[src/hw/rtl/lpu_fifo.sv]
// ----------------------------------------------------------------------------
// lpu_fifo
// Small register queue with valid/ready on both sides; used between the front
// and back parts and in front of the result port.
// ----------------------------------------------------------------------------
`default_nettype none

module lpu_fifo #(
    parameter int WIDTH = 8,
    parameter int DEPTH = 2
) (
    input  wire logic             aclk,
    input  wire logic             aresetn,
    input  wire logic             wr_valid,
    output logic                  wr_ready,
    input  wire logic [WIDTH-1:0] wr_data,
    output logic                  rd_valid,
    input  wire logic             rd_ready,
    output logic      [WIDTH-1:0] rd_data
);

    localparam int PW   = (DEPTH > 1) ? $clog2(DEPTH) : 1;
    localparam int CNTW = $clog2(DEPTH + 1);

    logic [WIDTH-1:0] slot_reg [DEPTH];
    logic [PW-1:0]    head_reg, head_next;
    logic [PW-1:0]    tail_reg, tail_next;
    logic [CNTW-1:0]  cnt_reg, cnt_next;
    logic             push, pop;

    assign wr_ready = (cnt_reg != CNTW'(DEPTH));
    assign rd_valid = (cnt_reg != '0);
    assign rd_data  = slot_reg[head_reg];
    assign push     = wr_valid && wr_ready;
    assign pop      = rd_valid && rd_ready;

    // Advance pointers with wrap at the depth
    always_comb begin
        head_next = head_reg;
        tail_next = tail_reg;
        if (pop) begin
            head_next = (head_reg == PW'(DEPTH - 1)) ? '0 : head_reg + PW'(1);
        end
        if (push) begin
            tail_next = (tail_reg == PW'(DEPTH - 1)) ? '0 : tail_reg + PW'(1);
        end
        cnt_next = cnt_reg + CNTW'(push) - CNTW'(pop);
    end

    always_ff @(posedge aclk) begin
        if (!aresetn) begin
            head_reg <= '0;
            tail_reg <= '0;
            cnt_reg  <= '0;
        end else begin
            head_reg <= head_next;
            tail_reg <= tail_next;
            cnt_reg  <= cnt_next;
        end
    end

    // Store the beat
    always_ff @(posedge aclk) begin
        if (push) begin
            slot_reg[tail_reg] <= wr_data;
        end
    end

endmodule

`default_nettype wire

[config.mk]
export PLATFORM = sky130hd
export DESIGN_NAME = lpu_fifo
export DESIGN_NICKNAME = d
export VERILOG_FILES = /design/src/hw/rtl/lpu_fifo.sv
export SDC_FILE = /design/constraint.sdc
export NUM_CORES = 1
export LEC_CHECK = 0
export ABC_CLOCK_PERIOD_IN_PS = 1500
export BUFFER_PORTS_ARGS = -buffer_cell sky130_fd_sc_hd__buf_2
export CAP_MARGIN = 20
export CELL_PAD_IN_SITES_DETAIL_PLACEMENT = 1
export CELL_PAD_IN_SITES_GLOBAL_PLACEMENT = 1
export CORE_UTILIZATION = 40
export CTS_CLUSTER_DIAMETER = 60
export CTS_CLUSTER_SIZE = 30
export DETAILED_ROUTE_END_ITERATION = 12
export GPL_ROUTABILITY_DRIVEN = 0
export PLACE_DENSITY_LB_ADDON = 0.1
export SLEW_MARGIN = 20
export SYNTH_ARGS = -nofsm -noshare
export SYNTH_HDL_FRONTEND = slang
export SYNTH_SLANG_ARGS = --single-unit
export TNS_END_PERCENT = 100
[constraint.sdc]
create_clock -name aclk -period 1.5 [get_ports aclk]
set_input_delay 0 -clock aclk [delete_from_list [all_inputs] [get_ports aclk]]
set_output_delay 0 -clock aclk [all_outputs]
set_load 0.005 [all_outputs]
[Yosys cells after proc, flatten, opt, wreduce, memory -nomap -nowiden]
Memories as Yosys holds them, arrays and structs flattened. A register that Yosys moved wholly into a read port is not among the register bits.
Index checks and enable logic that the tools add are counted.
Operators by class
  reduce and logical (&&, ||, !) cells: 3
  equality and inequality tests: 1
  add/subtract/negate cells: 4
  muxes and demuxes: 6
Operator list (number)
  two-way mux 1 bit: 6
  adder 1 bit (second input constant): 2
  adder 2 x 1 -> 2 bit: 1
  logical AND 1 bit: 2
  != test 2 bit (second input constant): 1
  nonzero test 2 bit: 1
  subtractor 2 x 1 -> 2 bit: 1
Word-level totals
  output and inout bits: 10
  logic and storage cells: 18
  bits in writable memories: 16
  memories: 1
  bits of input ports: 12
  bits in registers: 4
Memories
  slot_reg: depth 2, bits a word 8, read ports 1, clocked after memory_dff 1, wr ports 1, line 25  | logic [WIDTH-1:0] slot_reg [DEPTH];

[Logic depth before layout (Yosys ltp)]
  word-level depth: 4
  depth in mapped cells: 6
  gate-level depth less buffers: 6

[Least setup slack after synthesis]
OpenSTA, ideal clock, no wires.
  kind: register to register
  start: reg cnt_reg[0]
  end: reg cnt_reg[0]
  setup time: 0.115 ns
  period minus slack after synthesis: 1.280 ns
  path slack: 0.220 ns
  path buffers: 0
  arrival: 1.165 ns
  required time: 1.385 ns
  stages on the path, launching flop included: 6
  cells stage by stage: dfxtp_1 > or2_1 > o21ai_0 > nor2_1 > ha_1 > and2_1
On the way
  elaborated cells on any way between the ends: 6
  those cells by class: 2 x add/sub; 1 x eq/ne; 3 x reduce/logical
RTL lines
  start: declaration: line 28  | logic [CNTW-1:0] cnt_reg, cnt_next;
  start signal: assignment: line 58  | cnt_reg <= cnt_next;
  nonzero test 2 bit: line 32  | assign rd_valid = (cnt_reg != '0);
  via rd_valid: line 17  | output logic rd_valid,
  logical AND 1 bit: line 35  | assign pop = rd_valid && rd_ready;
  subtractor 2 x 1 -> 2 bit: line 47  | cnt_next = cnt_reg + CNTW'(push) - CNTW'(pop);
  via cnt_next[0]: line 28
The timed path passes the listed nets, and every way through them passes these cells.
A chain may end at the register's enable or synchronous reset.

[Worst setup path after layout]
  start: reg cnt_reg[0]
  end: mem slot_reg[0][6], enable pin
On the way
  cells in the longest elaborated chain, start to end: 4
RTL lines
  != test 2 bit: line 31  | assign wr_ready = (cnt_reg != CNTW'(DEPTH));
  logical AND 1 bit: line 34  | assign push = wr_valid && wr_ready;
  two-way mux 1 bit: line 64  | if (push) begin
  two-way mux 1 bit (implied by the code): line 65  | slot_reg[tail_reg] <= wr_data;
  end: declaration: line 25
Every way passes these cells.

==> flow_metrics.py <==
metrics = {
    "outcome": {
        "status": "completed",
    },
    "grt": {
        "antenna_found_initial": 0,
        "grt_pass1_wl_mm": 1.96,
        "grt_usage_pct": 12.7,
        "grt_max_degree": 13,
        "first_global_vias": 478,
        "grt_overflow": 0,
    },
    "synth": {
        "avgSynthCellArea_um2": 15.7,
        "synthesis.nets": 67,
        "syn_inst": 54,
        "synth_area_um2": 846,
        "ys_seq_elements": 21,
        "synth_cell_types": 23,
        "ys_warn_count": 0,
        "yosysSeqAreaShare_pct": 68.6,
    },
    "die": {
        "initial_utilization_pct": 42.7,
        "rows": 16,
        "fp.coreArea_mm2": 0.00198,
        "die_w_um": 48.0,
        "dieArea_mm2": 0.00230,
        "io_pins": 22,
        "dieHeight_um": 48.0,
    },
    "hold_path": {
        "holdPathStages": 3,
        "hold_path.class": "in2reg",
        "min_to": "tail_reg",
        "holdCritStartpoint": "wr_valid",
    },
    "detailed_routing": {
        "wirelength_mm": 1.38,
        "drc_errors": 0,
        "vias": 525,
        "wl_per_cell_um": 12.1,
        "postRouteAntennaNets": 0,
        "viasPerCell": 4.61,
        "first_pass_iters": 2,
        "drtIter0Drc": 2,
    },
    "worst_setup_path": {
        "r2r-end": "slot_reg[0][6]",
        "worstReg2RegStart": "cnt_reg[0]",
        "endpoint_kind": "register",
        "worst-path-max-fanout": 8,
        "critPathKind": "reg2reg",
        "required_ns": 1.48,
        "startpoint_type": "register",
        "arrival_ns": 1.33,
        "rrSetupSlack_ns": 0.15,
        "r2r_cells": 3,
    },
    "pwr": {
        "clkPwrFrac_pct": 19.0,
        "p_int_uw": 1010,
        "swShare_pct": 26.2,
        "p_comb_share_pct": 24.4,
        "switching_power_uw": 358,
        "leakage_uw": 0.000425,
        "p_seq_share_pct": 56.6,
        "max-vdd-ir-drop_v": 0.000622,
        "power.density_mw_per_mm2": 1250,
    },
    "timing": {
        "period_needed_ns": 1.35,
        "tightest_slew_ns": 0.348,
        "fin_crit_sh_pct": 90.3,
        "fin_skew_ns": 0.00127,
        "worst_hold_slack_ns": 0.0781,
        "setup_viol": 0,
        "hold_violations": 0,
        "drv_slew": 0,
        "max_freq_mhz": 739,
        "rsz0062_at_grt": "no",
        "slew_headroom_pct": 76.8,
        "tns_ns": 0,
    },
    "finish": {
        "largest_reg_flops": 16,
        "utilization_pct": 55.4,
        "fin_nets": 101,
        "antenna_cells": 0,
        "area_growth_pct": 29.7,
        "drive_gt1_share_pct": 42.5,
    },
    "clock_network": {
        "cts_tree": "done",
        "clock_latency_ns": 0.29,
        "cts_made_buffers": 3,
        "cts-root-buf": "clkbuf_4",
        "clkSlewWorstSetupHoldPaths_ns": 0.11,
        "htreeDepth": 1,
        "cts.sinks": 21,
        "cts_max_path_buffers": 2,
    },
    "place": {
        "port_buffers": 21,
        "dpl.hpwl_um": 982,
    },
    "job": {
        "timing.max_cap.violations": 0,
    },
}
## worst max-delay path by stage
stage | from | end | slack [ns]
after floorplan | cnt_reg[0] | cnt_reg[0] | 0.22
after global placement | cnt_reg[0] | slot_reg[0][4] | 0.17
after detailed placement | cnt_reg[0] | slot_reg[0][4] | 0.14
after CTS | register | rd_data[3] | 0.12
after global routing | cnt_reg[0] | cnt_reg[1] | 0.02
final | cnt_reg[0] | slot_reg[0][6] | 0.15
## synth_stat cells (all sizes together)
cell	count	share of area, %
or2	1	0.74
o21ai	2	1.2
nand3	2	1.2
a21oi	1	0.59
and3	1	0.89
o311ai	1	1.9
inv	1	0.44
and2	3	2.2
nor2	1	0.44
dfxtp	5	12
ha	1	1.5
edfxtp	16	57
nand2b	3	2.5
a21bo	1	1.2
buf	1	0.59
nand2	2	0.89
nand3b	1	0.89
a21boi	1	1.3
mux2i	1	1.2
xnor2	1	1.0
mux2	8	11
## layout by cell type, fill, tap and decap left out
master / n
o311ai_2: 1
nand2b_1: 2
o21ai_1: 1
clkinv_2: 1
and3_2: 1
a21oi_1: 1
nand3_1: 2
o21ai_0: 1
edfxtp_1: 16
mux2_2: 8
inv_1: 1
nand2b_2: 1
nand3b_1: 1
and2_1: 3
nor2_1: 1
or2_1: 1
dfxtp_1: 5
buf_2: 21
ha_1: 1
nand2_1: 2
a21boi_2: 1
mux2i_1: 1
clkbuf_4: 3
dlygate4sd3_1: 9
a21bo_1: 1
xnor2_1: 1
## routing by layer
metal / routed length [um] / track usage [%] / part of all wire [%] / vias up
met5: 0 / 0 / 0 / -
met4: 0 / 6.67 / 0 / 0
met3: 57 / 2.26 / 4.1 / 0
met2: 716 / 23.5 / 52 / 12
met1: 610 / 13.4 / 44 / 247
li1: - / - / - / 266
## worst max-delay path, cell delays in order, from the launching register on
cell and delay, ns:
dfxtp_1 0.44, nand2b_2 0.20, nand3b_1 0.12, inv_1 0.28
## metrics by stage
step                total power, uW  cell area (um2)  worst slack, ns  cells
finish                         1370             1100            0.146    114
global placement               1100              980            0.174    101
detailed placement             1110              980            0.139    101
CTS                            1390             1100            0.121    114
floorplan                       986              846            0.220     54
global route                   1450             1100           0.0192    114
## final cells by class
type,count,area (um2)
tap,27,33.8
timing repair buffer,30,195
inverter,1,3.75
sequential,21,581
clock inverter,1,5.00
fill,212,885
clock buffer,3,22.5
multi-input combinational,31,256
## power by group through the flow
stage	Sequential (uW)	Combinational [uW]	Clock (uW)
floorplan	756	230	0
global placement	787	315	0
detailed placement	789	320	0
CTS	776	340	270
global route	783	381	290
finish	774	334	260
## cell families after synthesis
| family | share of synthesized area, % |
|---|---|
| xor+xnor | 1.04 |
| fa+ha+maj | 1.48 |
| mux | 11.8 |
| simple gates | 9.76 |
| flops | 68.6 |
| compound gates | 6.21 |
| buf+inv | 1.03 |
## repair_timing
item	in CTS	in global routing
hold buffers	9	0
hold endpoints to repair	20	0
buffers inserted	0	0
resized for setup	0	0
Note: power is estimated with default switching activity, not from simulation.
