## src/hw/rtl/lpu_pkg.sv

```systemverilog
// ----------------------------------------------------------------------------
// lpu_pkg
// Shared types, field layout, register codes and the tone-map knot table for
// the latent preview upscaler.
// ----------------------------------------------------------------------------
`default_nettype none

package lpu_pkg;

    // Default sizes of the latent store and the scale range
    localparam int DEF_MAX_LATENT_WIDTH  = 128;
    localparam int DEF_MAX_LATENT_HEIGHT = 128;
    localparam int DEF_MAX_SCALE         = 16;

    // Field widths
    localparam int CELL_W      = 7;
    localparam int PIX_W       = 11;
    localparam int CHAN_W      = 16;
    localparam int NUM_CHAN    = 3;
    localparam int CELL_DATA_W = NUM_CHAN * CHAN_W;

    // Stream data widths
    localparam int S_TDATA_W = 88;
    localparam int M_TDATA_W = CELL_DATA_W;

    // Input tdata layout, lowest field first
    localparam int OFS_CELL_COL = 0;
    localparam int OFS_CELL_ROW = OFS_CELL_COL + CELL_W;
    localparam int OFS_PIX_COL  = OFS_CELL_ROW + CELL_W;
    localparam int OFS_PIX_ROW  = OFS_PIX_COL + PIX_W;
    localparam int OFS_CHAN     = OFS_PIX_ROW + PIX_W;

    // Item kinds carried on tuser
    localparam logic OP_LOAD  = 1'b0;
    localparam logic OP_PIXEL = 1'b1;

    // Configuration port
    localparam int CFG_IDX_W  = 2;
    localparam int CFG_DATA_W = 8;
    localparam int DIM_W      = 8;
    localparam int SCALE_W    = 5;

    localparam logic [CFG_IDX_W-1:0] REG_LATENT_WIDTH  = 2'd0;
    localparam logic [CFG_IDX_W-1:0] REG_LATENT_HEIGHT = 2'd1;
    localparam logic [CFG_IDX_W-1:0] REG_SCALE_FACTOR  = 2'd2;

    localparam logic [DIM_W-1:0]   RST_LATENT_WIDTH  = 8'd64;
    localparam logic [DIM_W-1:0]   RST_LATENT_HEIGHT = 8'd64;
    localparam logic [SCALE_W-1:0] RST_SCALE_FACTOR  = 5'd8;

    // Queue depths between front, back and the result port
    localparam int QUEUE_DEPTH = 2;
    localparam int OUT_DEPTH   = 8;

    // Tone map: 17 knots, one every 2048 LSB of the Q4.12 magnitude
    localparam int KNOT_W  = 5;
    localparam int FRAC_W  = 11;
    localparam int INTERP_W = CHAN_W + FRAC_W;
    localparam logic [CHAN_W:0]     HALF_ONE   = 17'h08000;
    localparam logic [INTERP_W-1:0] ROUND_HALF = INTERP_W'(1) << (FRAC_W - 1);

    typedef struct packed {
        logic [DIM_W-1:0]   latent_width;
        logic [DIM_W-1:0]   latent_height;
        logic [SCALE_W-1:0] scale_factor;
    } lpu_cfg_t;

    // One classified item: coordinates are cell coordinates for a load and
    // pixel coordinates for a pixel request
    typedef struct packed {
        logic                   is_pixel;
        logic [PIX_W-1:0]       coord_x;
        logic [PIX_W-1:0]       coord_y;
        logic [CELL_DATA_W-1:0] data;
    } lpu_item_t;

    localparam int ITEM_W = 1 + 2 * PIX_W + CELL_DATA_W;

    // Half-scale tanh(0.4 k) in Q0.15; past the last knot it stays at one
    function automatic logic [CHAN_W-1:0] tanh_half(input logic [KNOT_W-1:0] knot);
        logic [CHAN_W-1:0] val;
        case (knot)
            5'd0:    val = 16'd0;
            5'd1:    val = 16'd12450;
            5'd2:    val = 16'd21759;
            5'd3:    val = 16'd27317;
            5'd4:    val = 16'd30201;
            5'd5:    val = 16'd31589;
            5'd6:    val = 16'd32233;
            5'd7:    val = 16'd32527;
            5'd8:    val = 16'd32659;
            5'd9:    val = 16'd32719;
            5'd10:   val = 16'd32746;
            5'd11:   val = 16'd32758;
            5'd12:   val = 16'd32764;
            5'd13:   val = 16'd32766;
            5'd14:   val = 16'd32767;
            default: val = 16'd32768;
        endcase
        return val;
    endfunction

endpackage

`default_nettype wire

```

## src/hw/rtl/lpu_front.sv

```systemverilog
// ----------------------------------------------------------------------------
// lpu_front
// Input stage: takes stream beats, unpacks the fields, drops loads outside the
// store and hands classified items to the queue.
// ----------------------------------------------------------------------------
`default_nettype none

module lpu_front #(
    parameter int MAX_LATENT_WIDTH  = lpu_pkg::DEF_MAX_LATENT_WIDTH,
    parameter int MAX_LATENT_HEIGHT = lpu_pkg::DEF_MAX_LATENT_HEIGHT
) (
    input  wire logic                          aclk,
    input  wire logic                          aresetn,
    input  wire logic                          s_tvalid,
    output logic                               s_tready,
    input  wire logic [lpu_pkg::S_TDATA_W-1:0] s_tdata,
    input  wire logic                          s_tuser,
    output logic                               q_valid,
    input  wire logic                          q_ready,
    output lpu_pkg::lpu_item_t                 q_item
);

    import lpu_pkg::*;

    logic              valid_reg, valid_next;
    lpu_item_t         item_reg, item_next;
    logic              accept, keep, in_window, is_pixel;
    logic [CELL_W-1:0] cell_col, cell_row;

    assign cell_col = s_tdata[OFS_CELL_COL +: CELL_W];
    assign cell_row = s_tdata[OFS_CELL_ROW +: CELL_W];
    assign is_pixel = (s_tuser == OP_PIXEL);

    // A load beyond the store is dropped here
    assign in_window = (int'(cell_col) < MAX_LATENT_WIDTH) &&
                       (int'(cell_row) < MAX_LATENT_HEIGHT);
    assign keep      = is_pixel || in_window;

    assign s_tready = !valid_reg || q_ready;
    assign accept   = s_tvalid && s_tready;
    assign q_valid  = valid_reg;
    assign q_item   = item_reg;

    // Classify the beat
    always_comb begin
        item_next.is_pixel = is_pixel;
        item_next.data     = s_tdata[OFS_CHAN +: CELL_DATA_W];
        if (is_pixel) begin
            item_next.coord_x = s_tdata[OFS_PIX_COL +: PIX_W];
            item_next.coord_y = s_tdata[OFS_PIX_ROW +: PIX_W];
        end else begin
            item_next.coord_x = PIX_W'(cell_col);
            item_next.coord_y = PIX_W'(cell_row);
        end
    end

    // Hold the item until the queue takes it
    always_comb begin
        valid_next = valid_reg;
        if (accept) begin
            valid_next = keep;
        end else if (q_ready) begin
            valid_next = 1'b0;
        end
    end

    always_ff @(posedge aclk) begin
        if (!aresetn) begin
            valid_reg <= 1'b0;
        end else begin
            valid_reg <= valid_next;
        end
    end

    always_ff @(posedge aclk) begin
        if (accept) begin
            item_reg <= item_next;
        end
    end

endmodule

`default_nettype wire

```

## config.mk

```make
export PLATFORM = sky130hd
export DESIGN_NAME = lpu_front
export DESIGN_NICKNAME = d
export VERILOG_FILES = /design/src/hw/rtl/lpu_pkg.sv /design/src/hw/rtl/lpu_front.sv
export SDC_FILE = /design/constraint.sdc
export NUM_CORES = 1
export LEC_CHECK = 0
export BUFFER_PORTS_ARGS = -buffer_cell sky130_fd_sc_hd__buf_4
export CORE_MARGIN = 2
export CORE_UTILIZATION = 40
export DETAILED_ROUTE_END_ITERATION = 8
export PLACE_DENSITY = 0.74
export SYNTH_ARGS = -nofsm -noshare
export SYNTH_HDL_FRONTEND = slang
export SYNTH_SLANG_ARGS = --single-unit
export TNS_END_PERCENT = 1
```

## constraint.sdc

```tcl
create_clock -name aclk -period 3.81 [get_ports aclk]
set_input_delay 0.1905 -clock aclk [delete_from_list [all_inputs] [get_ports aclk]]
set_output_delay 0.1905 -clock aclk [all_outputs]
set_load 0.01 [all_outputs]
```

# After elaboration in Yosys (flattened, before gate mapping)

Cells that the tools add are included.

Output and inout port bits: 73
Word-level logic and storage cells: 14
Input bits: 93
Register bits: 72

Reduce and logical (&&, ||, !) cells: 4
Muxes and demuxes: 3

Operator list:

| cell               | count |
|---|---|
| two-way mux 18 bit | 1 |
| two-way mux 1 bit  | 2 |
| nonzero test 2 bit | 1 |
| logical AND 1 bit  | 1 |
| zero test 1 bit    | 1 |
| logical OR 1 bit   | 1 |

# Depth between registers and ports, before layout

Gate-level depths: netlist of run 1.

Depth in word-level cells: 4
Depth in mapped cells: 2

# Worst setup path after synthesis of run 1

No wires, ideal clock.

Path kind: register to register
From: register valid_reg, in the netlist q_valid
To: register item_reg, in the netlist q_item[0] (enable)
Data arrival time: 2.179 ns
Required time: 3.373 ns
Cell stages (with the launch flop): 3
Setup slack: 1.194 ns
Clock period less this slack: 2.616 ns
Buffers on the path: 0
Cells stage by stage: dfxtp_1 -> nand2b_1 -> and2_1

Longest elaborated chain between the ends: 3

RTL lines:

| element                | RTL line        | source |
|---|---|---|
| start, declared        | lpu_front.sv:25 | `logic valid_reg, valid_next;` |
| start signal, assigned | lpu_front.sv:71 | `valid_reg <= valid_next;` |
| zero test 1 bit        | lpu_front.sv:39 | `assign s_tready = !valid_reg \|\| q_ready;` |
| logical OR 1 bit       | lpu_front.sv:39 |  |
| net s_tready           | lpu_front.sv:15 | `output logic s_tready,` |
| logical AND 1 bit      | lpu_front.sv:40 | `assign accept = s_tvalid && s_tready;` |
| net accept             | lpu_front.sv:27 | `logic accept, keep, in_window, is_pixel;` |
| end signal, assigned   | lpu_front.sv:77 | `item_reg <= item_next;` |
| end, declared          | lpu_front.sv:26 | `lpu_item_t item_reg, item_next;` |

The timed path passes the listed nets, and every way through them passes these cells.
A chain may end at the register's enable or synchronous reset.

# Final worst setup path of run 1

From: register valid_reg, in the netlist q_valid
To: register item_reg, in the netlist q_item[56] (enable)

Longest elaborated chain between the ends: 3

RTL lines:

| element           | RTL line |
|---|---|
| zero test 1 bit   | lpu_front.sv:39 |
| logical OR 1 bit  | lpu_front.sv:39 |
| logical AND 1 bit | lpu_front.sv:40 |
| net accept        | lpu_front.sv:27 |

The timed path passes the listed nets, and every way through them passes these cells.

==> flow_results.xml, run 1 <==
<?xml version="1.0" encoding="UTF-8"?>
<metrics>
  <group name="min_path">
    <metric name="worst_hold_path.endpoint" unit="">q_item[8]$_DFFE_PP_</metric>
    <metric name="timing.hold.worst_path_depth" unit="">1</metric>
    <metric name="worstHoldPathType" unit="">in -&gt; reg</metric>
    <metric name="min-delay-start" unit="">s_tdata[44]</metric>
  </group>
  <group name="grt">
    <metric name="grt_remaining_overflow" unit="">0</metric>
    <metric name="antenna_violations_before_repair" unit="">0</metric>
    <metric name="pin_count_of_the_biggest_net_entering_global_routing" unit="">44</metric>
    <metric name="grt_first_pass_wirelength" unit="µm">7690</metric>
    <metric name="grt_usage" unit="%">16.7</metric>
    <metric name="first_global_vias" unit="">1427</metric>
  </group>
  <group name="yosys">
    <metric name="post_synth.cell_area_avg" unit="µm²">24.1</metric>
    <metric name="yosys.cell_types.count" unit="">10</metric>
    <metric name="synth_top_cell_by_area" unit="">edfxtp_1</metric>
    <metric name="ranking_of_synthesized_cells_by_area" unit="">edfxtp_1, mux2_2, and2_1</metric>
    <metric name="synth_nets" unit="">193</metric>
    <metric name="synth.ff_latch_count" unit="">72</metric>
    <metric name="synth_top_area_share" unit="%">88.5</metric>
    <metric name="postSynthCellCount" unit="">100</metric>
    <metric name="cell_area_after_synthesis" unit="µm²">2410</metric>
    <metric name="synth-warning-count" unit="">0</metric>
    <metric name="synth_seq_area_share" unit="%">89.3</metric>
  </group>
  <group name="worst_setup_path">
    <metric name="cp_slowest_cell" unit="">buf_4</metric>
    <metric name="kind_of_start_point_of_the_critical_path" unit="">flip-flop</metric>
    <metric name="critPathCaptureType" unit="">flip-flop</metric>
    <metric name="crit_type" unit="">reg -&gt; reg</metric>
    <metric name="crit_path_max_incr_delay" unit="ns">0.58</metric>
    <metric name="ff2ff_setup_slack" unit="ns">1.84</metric>
    <metric name="worst-path-max-fanout" unit="">43</metric>
    <metric name="r2r-start" unit="">q_valid$_SDFFE_PN0P_</metric>
    <metric name="critical_path.n_buffers_inverters" unit="">1</metric>
    <metric name="required" unit="ns">3.78</metric>
    <metric name="worstPathCellList" unit="">nand2b_1, and2_2, buf_4</metric>
    <metric name="worstRegToRegCells" unit="">3</metric>
    <metric name="worst_path_dominant_cell_family" unit="">simple AND/OR/NAND/NOR gates</metric>
    <metric name="crit-reg2reg-capture" unit="">q_item[56]$_SDFFCE_PN0P_</metric>
    <metric name="worst-endpoint-arrival" unit="ns">1.94</metric>
  </group>
  <group name="die">
    <metric name="core.rowCount" unit="">28</metric>
    <metric name="floorplan.die_area" unit="µm²">6660</metric>
    <metric name="core" unit="µm²">5890</metric>
    <metric name="dieHeight" unit="µm">81.6</metric>
    <metric name="floorplan.io_pins" unit="">166</metric>
    <metric name="floorplan.initialDensity" unit="%">40.9</metric>
    <metric name="die_width" unit="µm">81.6</metric>
  </group>
  <group name="cts">
    <metric name="cts_buffers" unit="">9</metric>
    <metric name="cts_buffer_depth" unit="">2</metric>
    <metric name="cts_resizes" unit="">0</metric>
    <metric name="clkLatencyLatePin" unit="ns">0.34</metric>
    <metric name="clock_tree.htree_level_count" unit="">3</metric>
    <metric name="clock_pin_slew_of_the_registers_on_the_worst_case_setup_and_hold_paths" unit="ns">0.08</metric>
    <metric name="tritoncts" unit="">built</metric>
    <metric name="clock-sinks" unit="">72</metric>
    <metric name="clock_tree_root" unit="">clkbuf_8</metric>
  </group>
  <group name="placed_design">
    <metric name="io_buffer_count" unit="">161</metric>
    <metric name="gp_routability_congestion" unit="">0.772</metric>
  </group>
  <group name="sta">
    <metric name="final_min_period_over_clock_period" unit="%">51.7</metric>
    <metric name="slew-limit-headroom" unit="%">57.2</metric>
    <metric name="rsz_0062_raised_after_global_routing" unit="">no</metric>
    <metric name="finalSetupViolCount" unit="">0</metric>
    <metric name="final_max_slew_viol_count" unit="">0</metric>
    <metric name="timing.final.hold_violations" unit="">0</metric>
    <metric name="fin_skew" unit="ns">0.00649</metric>
    <metric name="tightestPinTransition" unit="ns">0.641</metric>
    <metric name="max_freq" unit="GHz">0.508</metric>
    <metric name="timing.setup.tns" unit="ns">0</metric>
    <metric name="period_needed" unit="ns">1.97</metric>
  </group>
  <group name="power_and_ir_drop">
    <metric name="ir_worst_vdd" unit="mV">0.189</metric>
    <metric name="power.total" unit="µW">1790</metric>
    <metric name="powerDensity" unit="nW/µm²">455</metric>
    <metric name="leakage" unit="µW">0.00168</metric>
  </group>
  <group name="cells_and_area">
    <metric name="layout.nets" unit="">366</metric>
    <metric name="post-route-util" unit="%">66.8</metric>
    <metric name="num_antenna_cells" unit="">0</metric>
    <metric name="fill_cells" unit="">437</metric>
    <metric name="layout-area-overhead-vs-synth" unit="%">63.2</metric>
    <metric name="multiInputGateArea" unit="µm²">236</metric>
    <metric name="final_layout_size_suffix_gt1_share" unit="%">68.3</metric>
    <metric name="register_area" unit="µm²">2150</metric>
  </group>
  <group name="route">
    <metric name="via_per_inst" unit="">4.43</metric>
    <metric name="totalWireLength" unit="µm">5970</metric>
    <metric name="dr.pass1.iters" unit="">4</metric>
    <metric name="vias" unit="">1564</metric>
    <metric name="first_iter_violations" unit="">58</metric>
    <metric name="antenna_violating_nets_post_route" unit="">0</metric>
    <metric name="drt-wirelength-per-cell" unit="µm">16.9</metric>
    <metric name="remaining_drc_errors" unit="">0</metric>
  </group>
  <group name="status">
    <metric name="result_of_the_run" unit="">completed</metric>
  </group>
  <group name="run">
    <metric name="max_cap_violations" unit="">0</metric>
  </group>
</metrics>
worst reg2reg max path: cells and delay by family, from the launching register on:
| family | cells | cell delay (ns) |
|---|---|---|
| AND/OR/NAND/NOR | 2 | 0.68 |
| buffers and inverters | 1 | 0.59 |
| flip-flops | 1 | 0.32 |
per-stage QoR:
step,instances,setup slack [ns],cell area [µm²],hold WS [ns]
final,353,1.84,3930,0.0218
after global routing,353,1.72,3930,0.000712
after global placement,335,1.90,3700,0.369
after detailed placement,335,1.85,3700,0.370
after floorplan,100,1.19,2410,0.289
after CTS,353,1.83,3930,0.000457
cell usage in the layout (no fill, tap or decap):
cell type      count
bufinv_16          2
clkinvlp_4         1
clkinv_4           1
a21boi_0           1
mux2_2            12
dfxtp_1            1
edfxtp_1          71
clkbuf_8           9
nand2b_1           1
and2_1             8
clkbuf_1           1
mux2_4             2
clkinv_1           2
and2_2             1
inv_1              1
dlygate4sd3_1      2
buf_4            162
power by group:
part	internal, µW	leakage, µW	total (µW)	switching [µW]
registers	929	0.000698	942	13.4
clock network	366	0.000102	641	276
logic	126	0.000885	208	82.1
total	1420	0.00168	1790	371
how the worst max path moves through the flow:
stage	startpoint	to	slack (ns)	cells past startpoint
floorplan	q_valid$_SDFFE_PN0P_	q_item[0]$_DFFE_PP_	1.19	2
global placement	q_ready	q_item[54]$_DFFE_PP_	1.90	4
detailed placement	q_valid$_SDFFE_PN0P_	q_item[54]$_DFFE_PP_	1.85	3
CTS	q_valid$_SDFFE_PN0P_	q_item[61]$_DFFE_PP_	1.83	3
global route	q_valid$_SDFFE_PN0P_	q_item[53]$_DFFE_PP_	1.72	3
finish	q_valid$_SDFFE_PN0P_	q_item[56]$_SDFFCE_PN0P_	1.84	3
cells in the mapped netlist:
cell type	instances
edfxtp_1	71
and2_1	9
dfxtp_1	1
buf_6	1
buf_4	1
a21boi_0	1
inv_1	1
nand2b_1	1
mux2_4	2
mux2_2	12
cells by family (layout without fill, tap and decap cells):
| kind of cell | count (synthesis) | in the layout | synth area share (%) |
|---|---|---|---|
| AOI/OAI and AO/OA | 1 | 1 | 0.312 |
| muxes | 14 | 14 | 6.85 |
| and+or+nand+nor | 10 | 10 | 2.60 |
| DFF | 72 | 72 | 89.3 |
| buffers and inverters | 3 | 181 | 0.935 |
timing repair:
action,CTS,global route
setup buffers,0,0
hold buffers,2,0
hold endpoints to repair,2,0
metal layers:
layer / part of all wire, % / vias up / track usage (%)
met5: 0 / - / 0
met4: 1.4 / 0 / 7.00
met3: 11 / 11 / 7.36
met2: 52 / 89 / 28.0
met1: 36 / 731 / 18.7
li1: - / 733 / -
layout make-up:
class	count	area share, %
sequential	72	54.7
timing repair buffer	164	31.4
multi-input combinational	25	6.01
clock buffer	10	3.24
tap	75	2.39
clock inverter	6	2.13
inverter	1	0.0954
sequential cells by signal (all words and copies together), names as in the netlist:
register,flops
q_item,71
q_valid,1
(Power assumes the default switching activity.)
==> run 2, diff against run 1 <==
Settings changed: CORE_UTILIZATION 40 to 37, PLACE_DENSITY 0.74 to 0.72.
Clock period 3.81 ns to 1.7 ns, I/O delays scaled along.
==> run 2 against run 1 <==
Against the previous run:
- sequential power is 120% higher
- wire length increased by 15%
- final cell count rose by 14%
- utilization up 3.7 points
- global-route usage increased by 2.6 points
- setup slack got worse by 1.5 ns
- clock power grew to 2.5 times the previous value
- critical path depth unchanged
- combinational power increased to 2.8 times the previous value
- power is 140% higher
- die area increased by 7.7%
- critical path type unchanged
- highest routed layer unchanged
==> flow_results.xml, run 2 (synthesis gave the netlist of run 1 again) <==
<?xml version="1.0" encoding="UTF-8"?>
<metrics>
  <group name="placed_design">
    <metric name="detailedPlace.worstSlack" unit="ns">0.391</metric>
    <metric name="placement.cell_area" unit="µm²">3730</metric>
    <metric name="gp_routability_congestion" unit="">0.772</metric>
    <metric name="io_buffer_count" unit="">161</metric>
  </group>
  <group name="cts">
    <metric name="clock-sinks" unit="">72</metric>
    <metric name="tritoncts" unit="">built</metric>
    <metric name="clock_tree.htree_level_count" unit="">3</metric>
    <metric name="cts_buffers" unit="">9</metric>
    <metric name="post_cts_buffers" unit="">0</metric>
    <metric name="cts_resizes" unit="">0</metric>
    <metric name="clkLatencyLatePin" unit="ns">0.33</metric>
    <metric name="clock_tree_root" unit="">clkbuf_8</metric>
    <metric name="cts_buffer_depth" unit="">2</metric>
    <metric name="cts_hold_buf" unit="">48</metric>
    <metric name="clock_pin_slew_of_the_registers_on_the_worst_case_setup_and_hold_paths" unit="ns">0.08</metric>
  </group>
  <group name="route">
    <metric name="antenna_violating_nets_post_route" unit="">0</metric>
    <metric name="totalWireLength" unit="µm">6870</metric>
    <metric name="drt-wirelength-per-cell" unit="µm">17.1</metric>
    <metric name="remaining_drc_errors" unit="">0</metric>
    <metric name="vias" unit="">1784</metric>
    <metric name="via_per_inst" unit="">4.44</metric>
    <metric name="first_iter_violations" unit="">94</metric>
    <metric name="dr.pass1.iters" unit="">4</metric>
  </group>
  <group name="grt">
    <metric name="grt_first_pass_wirelength" unit="µm">10300</metric>
    <metric name="antenna_violations_before_repair" unit="">0</metric>
    <metric name="first_global_vias" unit="">1952</metric>
    <metric name="pin_count_of_the_biggest_net_entering_global_routing" unit="">43</metric>
    <metric name="grt_remaining_overflow" unit="">0</metric>
    <metric name="grt_usage" unit="%">19.3</metric>
  </group>
  <group name="die">
    <metric name="core" unit="µm²">6310</metric>
    <metric name="dieHeight" unit="µm">84.7</metric>
    <metric name="floorplan.initialDensity" unit="%">38.2</metric>
    <metric name="core.rowCount" unit="">29</metric>
    <metric name="floorplan.io_pins" unit="">166</metric>
    <metric name="floorplan.die_area" unit="µm²">7170</metric>
    <metric name="die_width" unit="µm">84.7</metric>
  </group>
  <group name="worst_setup_path">
    <metric name="worst-endpoint-arrival" unit="ns">1.30</metric>
    <metric name="critical_path.n_buffers_inverters" unit="">1</metric>
    <metric name="kind_of_start_point_of_the_critical_path" unit="">flip-flop</metric>
    <metric name="worstPathCellList" unit="">nand2b_1, and2_4, buf_4</metric>
    <metric name="critPathCaptureType" unit="">flip-flop</metric>
    <metric name="crit_path_max_incr_delay" unit="ns">0.34</metric>
    <metric name="crit_type" unit="">reg -&gt; reg</metric>
    <metric name="cp_slowest_cell" unit="">buf_4</metric>
    <metric name="required" unit="ns">1.69</metric>
    <metric name="worst_path_dominant_cell_family" unit="">buffers and inverters</metric>
    <metric name="worst-path-max-fanout" unit="">29</metric>
  </group>
  <group name="sta">
    <metric name="timing.final.hold_violations" unit="">0</metric>
    <metric name="finalSetupViolCount" unit="">0</metric>
    <metric name="timing.setup.tns" unit="ns">0</metric>
    <metric name="fin_hold_ws" unit="ns">0.0244</metric>
    <metric name="postLayoutSetupSlackWorst" unit="ns">0.389</metric>
    <metric name="tightestPinTransition" unit="ns">0.359</metric>
    <metric name="rsz_0062_raised_after_global_routing" unit="">no</metric>
    <metric name="final_max_slew_viol_count" unit="">0</metric>
    <metric name="final_min_period_over_clock_period" unit="%">77.1</metric>
    <metric name="fin_skew" unit="ns">0.0137</metric>
    <metric name="slew-limit-headroom" unit="%">76.1</metric>
    <metric name="max_freq" unit="GHz">0.763</metric>
    <metric name="period_needed" unit="ns">1.31</metric>
  </group>
  <group name="cells_and_area">
    <metric name="layout.cells.most_common" unit="">buf_4</metric>
    <metric name="final_layout_size_suffix_gt1_share" unit="%">59.4</metric>
    <metric name="flip_flop_count_of_the_largest_register_all_copies_and_words_added" unit="">71</metric>
    <metric name="final_area" unit="µm²">4450</metric>
    <metric name="most-common-layout-cells" unit="">buf_4, edfxtp_1, dlygate4sd3_1</metric>
    <metric name="num_antenna_cells" unit="">0</metric>
    <metric name="fill_cells" unit="">404</metric>
    <metric name="layout.nets" unit="">413</metric>
    <metric name="layout-area-overhead-vs-synth" unit="%">84.7</metric>
    <metric name="register_area" unit="µm²">2150</metric>
    <metric name="multiInputGateArea" unit="µm²">238</metric>
  </group>
  <group name="min_path">
    <metric name="worstHoldPathType" unit="">in -&gt; reg</metric>
  </group>
  <group name="run">
    <metric name="max_cap_violations" unit="">0</metric>
  </group>
  <group name="power_and_ir_drop">
    <metric name="leakage" unit="µW">0.00191</metric>
    <metric name="powerDensity" unit="nW/µm²">969</metric>
    <metric name="ir_worst_vdd" unit="mV">0.514</metric>
  </group>
  <group name="status">
    <metric name="result_of_the_run" unit="">completed</metric>
  </group>
</metrics>
## run 2: changes by cell type in the layout (fill, tap and decap cells not counted)
cell / change
dlygate4sd3_1: +46
bufinv_16: +1
and2_2: -1
clkinv_2: +1
and2_4: +1
clkbuf_8: +1
buf_12: +1
clkinvlp_4: -1
clkinv_1: -2
## run 2: path summary, 6_finish.rpt
kind                                            from                    to  slack [ns]  cells past startpoint
worst min-delay path                         aresetn  q_valid$_SDFFE_PN0P_        0.02                      2
worst max-delay path            q_valid$_SDFFE_PN0P_  q_item[61]$_DFFE_PP_        0.39                      3
worst min register to register  q_valid$_SDFFE_PN0P_  q_valid$_SDFFE_PN0P_        0.60                      2
worst max register to register  q_valid$_SDFFE_PN0P_  q_item[61]$_DFFE_PP_        0.39                      3
## run 2: area by class of cell
class                           count  share of cell area [%]
Clock buffer                       11                    3.18
Timing Repair Buffer              211                    38.6
Tap cell                           77                    2.16
Multi-Input combinational cell     25                    5.34
Sequential cell                    72                    48.3
Inverter                            1                  0.0843
Clock inverter                      5                    2.33
## run 2: through the flow
step / total power, µW / instances / util (%)
after detailed placement: 2630 / 338 / 59.0
after global routing: 4470 / 402 / 70.5
after global placement: 2620 / 338 / 59.0
final: 4310 / 402 / 70.5
after floorplan: 2290 / 100 / -
after CTS: 4350 / 402 / 70.5
## run 2: worst register-to-register path, cell delays in order (launching register included)
cell,delay [ns]
dfxtp_1,0.33
nand2b_1,0.12
and2_4,0.18
buf_4,0.34
## run 2: power by group
part	internal [µW]	switching [µW]	total (µW)
sequential	2080	32.0	2110
clock	1020	609	1630
combinational	359	216	575
total	3460	857	4310
## run 2: layer usage
metal / global-route usage [%] / share of wire, % / wire length (µm) / vias up
met3: 5.70 / 7.7 / 527 / 10
met4: 8.37 / 2.0 / 137 / 0
met5: 0 / 0 / 0 / -
met2: 32.7 / 52 / 3570 / 96
met1: 22.9 / 38 / 2630 / 850
li1: - / - / - / 828
